`config.mk`:
```
export PLATFORM = sky130hd
export DESIGN_NAME = rtp_trk_ram
export DESIGN_NICKNAME = d
export VERILOG_FILES = /design/src/rtp_trk_ram.sv
export SDC_FILE = /design/constraint.sdc
export NUM_CORES = 1
export LEC_CHECK = 0
export ABC_AREA = 1
export BUFFER_PORTS_ARGS = -buffer_cell sky130_fd_sc_hd__buf_4
export CAP_MARGIN = 20
export CORE_MARGIN = 3
export CORE_UTILIZATION = 55
export CTS_CLUSTER_SIZE = 12
export DETAILED_ROUTE_END_ITERATION = 7
export PLACE_DENSITY = 0.7
export SYNTH_ARGS = -nofsm -noshare
export SYNTH_HDL_FRONTEND = slang
export SYNTH_SLANG_ARGS = --single-unit
```
`constraint.sdc`:
```
create_clock -name clk -period 1.5 [get_ports clk]
set_clock_uncertainty 0.1 [all_clocks]
set_input_delay 0.3 -clock clk [delete_from_list [all_inputs] [get_ports clk]]
set_output_delay 0.3 -clock clk [all_outputs]
set_load 0.01 [all_outputs]
```
`src/rtp_trk_ram.sv`:
```
// ----------------------------------------------------------------------------
// rtp_trk_ram
// Generic single-clock RAM with one write port and one registered read port.
// ----------------------------------------------------------------------------
module rtp_trk_ram #(
  parameter int WIDTH = 8,
  parameter int DEPTH = 16
) (
  input  logic                     clk,
  input  logic                     we,
  input  logic [$clog2(DEPTH)-1:0] waddr,
  input  logic [WIDTH-1:0]         wdata,
  input  logic                     re,
  input  logic [$clog2(DEPTH)-1:0] raddr,
  output logic [WIDTH-1:0]         rdata
);

  logic [WIDTH-1:0] mem [DEPTH];
  logic [WIDTH-1:0] rdata_r;

  // Write port and registered read port.
  always_ff @(posedge clk) begin
    if (we) begin
      mem[waddr] <= wdata;
    end
    if (re) begin
      rdata_r <= mem[raddr];
    end
  end

  assign rdata = rdata_r;

endmodule

```
======== Word level (Yosys, flattened, before mapping) ========
Memories as Yosys holds them, arrays and structs flattened. A register that Yosys moved wholly into a read port is not among the register bits.
Index checks and enable logic that the tools add are counted.
storage, ports and cells
  register bits after elaboration ......... 0
  bits in latches ......................... 0
  bits in writable memories ............... 128
  memory bits (read-only) ................. 0
  bits of input ports ..................... 19
  output and inout port bits .............. 8
  logic and storage cells ................. 3
  memories kept ........................... 1
operators by class
  $add $sub $neg .......................... 0
  multiply operators ...................... 0
  divide/modulo/power cells ............... 0
  magnitude comparators ................... 0
  eq/ne operators ......................... 0
  shift operators ......................... 0
  multiplexer cells ....................... 2
  bitwise logic cells ..................... 0
  reduce and logical (&&, ||, !) cells .... 0
memory list
  name  depth  bits a word  rd ports  clocked after memory_dff  write ports  RTL line  RTL
  mem   16     8            1         1                         1            18        logic [WIDTH-1:0] mem [DEPTH];
operator list
  kind               count
  1-bit two-way mux  2

======== Depth between registers and ports, before layout ========
Gate-level depths: netlist of the first run.
  word-level depth ........................ 2
  depth in mapped cells ................... 8

======== Worst setup path after synthesis of the first run ========
No wires, ideal clock.
  path kind ............................... in2reg
  start point ............................. in waddr[2]
  end point ............................... mem mem[10][0], enable pin
  library setup time ...................... 0.370 ns
  arrival ................................. 0.881 ns
  slack ................................... 0.149 ns
  stages on the path ...................... 2
  path buffers ............................ 0
  cell sequence ........................... nand3b_1 -> nor2_1
RTL lines
  element          RTL line  RTL
  start, declared  11        input logic [$clog2(DEPTH)-1:0] waddr,
  end, declared    18
No word-level cell before the write port.

======== Worst setup path after layout of the first run ========
  start point ............................. reg rdata_r[6] (netlist: rdata[6]), read port of mem
  end point ............................... out rdata[6]
RTL lines
  element          RTL line  RTL
  start, declared  19        logic [WIDTH-1:0] rdata_r;
  end, declared    15        output logic [WIDTH-1:0] rdata
No word-level cell between the ends.

==> out/qor.yml, run 1 <==
status:
  status: "complete, no violations"
clock_network:
  worstSkewPairLatency_ns: 0.52
  path_clk_slew_ns: 0.06
  cts_setup_buffers: 0
  cts_tree: "yes"
  htreeDepth: 4
  cts_buffers: 17
  cts_sinks: 136
  cts_max_path_buffers: 2
  cts-root-buf: "clkbuf_8"
grt:
  use_met2_pct: 38.3
  grt_use_total_pct: 24.7
  grtUsageMet3_pct: 6.93
  use_met1_pct: 32.8
  grt_overflow: 0
  grt_pass1_vias: 3882
  antenna_found_initial: 0
  grt_pass1_wl_mm: 20.9
  gr-max-usage-layer: "met2"
  grt_max_degree: 44
synthesis:
  synth_top_area_cell: "edfxtp_1"
  synth_ff_type: "edfxtp_1"
  ys_ff_latch: 136
  synthAdderAreaFrac_pct: 0
  yosys-top-cells-area: "edfxtp_1 70%, nand2_1 11%, nand3_1 8.3%"
  synthXorXnorAreaFrac_pct: 0
  synthCells: 551
  ys_types: 11
  synth-seq-area-share_pct: 69.8
  async_reset_ff_share_pct: 0
  synth.top_cell.area_share_pct: 69.8
  post-synth-top-count-cell: "nand2_1"
  synthMuxAreaShare_pct: 0
  syn_area_um2: 5850
  synth_common_cells: "173 x nand2_1, 136 x edfxtp_1, 100 x inv_1"
  synth_top_family_by_area: "simple AND/OR/NAND/NOR gates"
  synth-compound-area-share_pct: 0
  synthSimpleGateAreaFrac_pct: 20.8
  avgSynthCellArea_um2: 10.6
  yosysWarnings: 0
  postSynthNetCount: 570
  synth_edf_count: 136
power:
  power.density_nw_per_um2: 1350
  leakage_uw: 0.00303
  vdd_drop_max_mv: 0.788
worst_setup_path:
  max_stage_delay_ns: 0.41
  crit_buf_inv: 1
  cp-start-kind: "register"
  slowest_stage: "edfxtp_1"
  critPathRequiredTime_ns: 1.10
  path_class: "reg2out"
  cp_top_family: "flip-flops"
  cp_max_fo: 1
  end_kind: "output port"
  worstPathArrival_ns: 1.06
  path_cells: "buf_6"
worst_hold_path:
  hp-class: "in2reg"
layout:
  final_nets: 620
  drive_gt1_share_pct: 13.9
  nFillCells: 732
  area.growth.synth_to_final_pct: 19.2
  utilization_pct: 67.5
  diodes: 0
timing:
  fin_hold_ws_ns: 0.0157
  finalCritPeriodShare_pct: 97.3
  finalHoldViolations: 0
  worstMarginPinSlew_ns: 0.597
  min_period_ns: 1.46
  clock.fmax_mhz: 685
  drv_slew: 0
  setup_viol: 0
  rsz0062_at_grt: "yes"
  relSlewSlack_pct: 60.1
  setup_tns_ns: 0
floorplanning:
  die_w_um: 109
  rows: 37
  initial_utilization_pct: 56.6
  die_height_um: 109
  core_area_um2: 10300
  ioPinCount: 27
  die-area_um2: 11900
place:
  port_buffers: 26
  gp_congestion: 0.841
  hpwl_mm: 8.40
detailed_routing:
  viasPerCell: 5.24
  ant_nets: 0
  drt_first_pass_iters: 5
  drc: 0
  drt_iter0_markers: 399
  routed_wirelength_mm: 13.4
  vias: 3928
  wl_per_cell_um: 17.9
run:
  drv_cap: 0
==> placed cells by master (no fill, tap or decap) <==
cell type,count
clkinvlp_4,1
nor2_1,17
nand3_1,97
clkinv_2,2
nand3b_1,2
clkbuf_8,1
nand2_1,173
clkinv_4,3
buf_4,48
bufinv_16,6
clkbuf_16,16
clkinv_1,1
buf_6,2
inv_1,100
clkbuf_1,1
dlygate4sd3_1,1
inv_2,2
buf_12,4
edfxtp_1,136
==> logic make-up (layout without fill, tap and decap cells) <==
| group | Yosys count | after routing |
|---|---|---|
| buffers and inverters | 126 | 188 |
| and+or+nand+nor | 289 | 289 |
| DFF | 136 | 136 |
==> sequential cells by signal (all words and copies together), names as in the netlist <==
name	flops
mem	128
rdata	8
==> per-stage QoR <==
step / setup slack (ns) / cells / power [uW] / instance area, um^2
after floorplan: 0.149 / 551 / 4690 / 5850
after global placement: -0.0881 / 717 / 4940 / 6310
after detailed placement: -0.122 / 717 / 4950 / 6310
after CTS: 0.0168 / 749 / 9460 / 6960
after global routing: -0.00872 / 749 / 9710 / 6970
final: 0.0399 / 749 / 9420 / 6970
==> layer usage <==
metal  share of wire, %  wire, um  vias to the layer above
met4                3.0       399                        0
met3                7.8      1040                       36
li1                   -         -                     1880
met1                 41      5490                     1826
met5                  0         0                        -
met2                 48      6500                      186
==> timing repair <==
item	CTS	global route
hold endpoints to repair	8	0
gates resized for setup	0	2
setup endpoints to repair	0	2
hold buffers	1	0
==> path summary, 6_finish.rpt <==
check | startpoint | cells past startpoint | endpoint | slack (ns)
hold reg to reg | mem[4][2]$_DFFE_PP_ | 6 | rdata[2]$_DFFE_PP_ | 0.66
setup / recovery | rdata[6]$_DFFE_PP_ | 1 | rdata[6] | 0.04
setup reg to reg | mem[0][4]$_DFFE_PP_ | 6 | rdata[4]$_DFFE_PP_ | 0.25
hold / removal | wdata[7] | 1 | mem[11][7]$_DFFE_PP_ | 0.02
==> worst reg2reg max path, delay by kind of cell, from the launching register on <==
| family | cells | cell delay, ns |
|---|---|---|
| buf+inv | 1 | 0.06 |
| flops | 1 | 0.37 |
| simple gates | 5 | 0.46 |
==> power breakdown <==
group / total (uW) / internal (uW) / switching [uW]
Combinational: 574 / 198 / 377
Clock: 4540 / 3020 / 1520
Sequential: 4310 / 4280 / 23.8
Total: 9420 / 7500 / 1920
==> cell type report <==
type | instances | area, um^2 | area share [%]
Timing Repair Buffer | 55 | 473 | 6.79
Multi-Input combinational cell | 289 | 1210 | 17.4
Clock inverter | 13 | 228 | 3.27
Inverter | 102 | 383 | 5.49
Clock buffer | 18 | 418 | 6.00
Tap cell | 136 | 170 | 2.44
Sequential cell | 136 | 4080 | 58.6
Power figures use the tool's default switching activity.
==> run 2, diff against run 1 <==
--- a/config.mk
+++ b/config.mk
@@ -11,6 +11,6 @@
 export CORE_MARGIN = 3
-export CORE_UTILIZATION = 55
+export CORE_UTILIZATION = 61
 export CTS_CLUSTER_SIZE = 12
 export DETAILED_ROUTE_END_ITERATION = 7
-export PLACE_DENSITY = 0.7
+export PLACE_DENSITY = 0.76
 export SYNTH_ARGS = -nofsm -noshare
--- a/constraint.sdc
+++ b/constraint.sdc
@@ -4,2 +4,2 @@
 set_output_delay 0.3 -clock clk [all_outputs]
-set_load 0.01 [all_outputs]
+set_load 0.05 [all_outputs]
==> out/qor.yml, run 2 (synthesis gave the netlist of run 1 again) <==
clock_network:
  worstSkewPairLatency_ns: 0.53
  cts-root-buf: "clkbuf_8"
  cts_buffers: 17
  cts_sinks: 136
  htreeDepth: 4
  cts_max_path_buffers: 2
  path_clk_slew_ns: 0.06
  cts_tree: "yes"
timing:
  worstMarginPinSlew_ns: 0.609
  drv_slew: 0
  fin_hold_ws_ns: 0.0141
  finalHoldViolations: 0
  finalCritPeriodShare_pct: 103
  relSlewSlack_pct: 59.3
  clock.fmax_mhz: 649
  min_period_ns: 1.54
  setup_viol: 5
  worst_slack_ns: -0.0408
  rsz0062_at_grt: "yes"
power:
  p_sw_share_pct: 22.2
  vdd_drop_max_mv: 1.01
  power_frac_comb_pct: 7.0
  leakage_uw: 0.00302
  seq_power_share_pct: 46.6
  internal-power_uw: 7190
  pwr-share-clk_pct: 46.4
  power.switching_uw: 2050
  power.density_nw_per_um2: 1330
status:
  violations: "setup timing"
  status: "finished with violations"
worst_hold_path:
  worstHoldPathCells: 1
  hp-class: "in2reg"
  min-delay-start: "wdata[2]"
  whs_endpoint: "mem[0][2]$_DFFE_PP_"
detailed_routing:
  wl_met3_mm: 1.38
  drc: 0
  wl_met2_mm: 6.23
  routed.top_layer: "met4"
  vias: 4043
  ant_nets: 0
  drt_iter0_markers: 509
  wl_met1_mm: 5.70
  wl_per_cell_um: 18.4
  drt_first_pass_iters: 5
  routed_wirelength_mm: 13.7
  viasPerCell: 5.44
worst_setup_path:
  crit_buf_inv: 1
  path_class: "reg2out"
  cp-start-kind: "register"
  r2r-end: "rdata[1]$_DFFE_PP_"
  slowest_stage: "edfxtp_1"
  worstPathArrival_ns: 1.14
  cp_max_fo: 1
  end_kind: "output port"
  reg2reg_slack_ns: 0.18
  cp_top_family: "flip-flops"
  critPathRequiredTime_ns: 1.10
  r2r_start: "mem[15][1]$_DFFE_PP_"
  startpoint: "rdata[4]$_DFFE_PP_"
  max_stage_delay_ns: 0.43
  reg2regPathDepth: 6
  path_cells: "buf_6"
  critical_path_depth: 1
layout:
  final_cell_mix: "173 x nand2_1, 136 x edfxtp_1, 100 x inv_1"
  drive_gt1_share_pct: 14.2
  final_common_cell: "nand2_1"
  diodes: 0
  largest_reg_flops: 128
  regMostFlops: "mem"
  final_nets: 620
  area.growth.synth_to_final_pct: 18.7
floorplanning:
  die_w_um: 104
  initial_utilization_pct: 63.0
  die-area_um2: 10800
  core_area_um2: 9280
  ioPinCount: 27
  die_height_um: 104
  rows: 35
place:
  place_ws_ns: -0.0809
  hpwl_mm: 8.30
  port_buffers: 26
  gp_congestion: 0.893
grt:
  grt_pass1_wl_mm: 21.8
  grt_overflow: 0
  grt_max_degree: 33
  grt_pass1_vias: 3871
  grt_use_total_pct: 27.2
  antenna_found_initial: 0
run:
  drv_cap: 0
## run 2: cell count changes in the layout (fill, tap and decap cells not counted), sizes merged
cell | before | now
clkinvlp | 1 | 3
clkinv | 6 | 5
bufinv | 6 | 4
clkbuf | 18 | 17
inv | 102 | 105
## run 2: worst max-delay path by stage
stage / end / slack [ns]
after floorplan: mem[10][0]$_DFFE_PP_ / 0.15
after detailed placement: rdata[6]$_DFFE_PP_ / -0.08
after global routing: rdata[4] / -0.06
final: rdata[4] / -0.04
after global placement: rdata[4]$_DFFE_PP_ / -0.07
after CTS: rdata[4] / -0.05
## run 2: stage by stage
stage	setup TNS [ns]	cell area (um^2)	instances	util, %	power [uW]
2_1_floorplan	0	5850	551	-	4740
3_3_place_gp	-0.311	6280	710	67.7	4980
3_5_place_dp	-0.419	6280	710	67.7	5000
4_1_cts	-0.207	6940	743	74.7	9270
5_1_grt	-0.325	6940	743	74.7	9510
6_report	-0.108	6940	743	74.7	9250
## run 2: power by group through the flow
stage	Sequential [uW]	Clock, uW	Combinational, uW
5_1_grt	4320	4490	701
4_1_cts	4310	4330	637
3_3_place_gp	4380	0	601
3_5_place_dp	4390	0	613
2_1_floorplan	4440	0	300
6_report	4310	4290	645
## run 2: final cells by class
class | count | area [um^2]
sequential | 136 | 4080
fill | 612 | 2340
multi-input combinational | 289 | 1210
timing repair buffer | 55 | 483
clock buffer | 17 | 414
inverter | 102 | 383
clock inverter | 15 | 200
tap | 129 | 161
## run 2: routing by layer
metal,global-route usage (%),up-vias
li1,-,1878
met1,40.1,1874
met2,39.6,261
met3,6.08,30
met4,11.2,0
met5,0,-
## run 2: what timing repair did
| item | CTS | global route |
|---|---|---|
| endpoints found under the hold margin | 8 | 0 |
| resized for setup | 7 | 1 |
| hold buffers | 1 | 0 |
| endpoints found under the setup margin | 7 | 8 |
| buffers inserted | 0 | 0 |
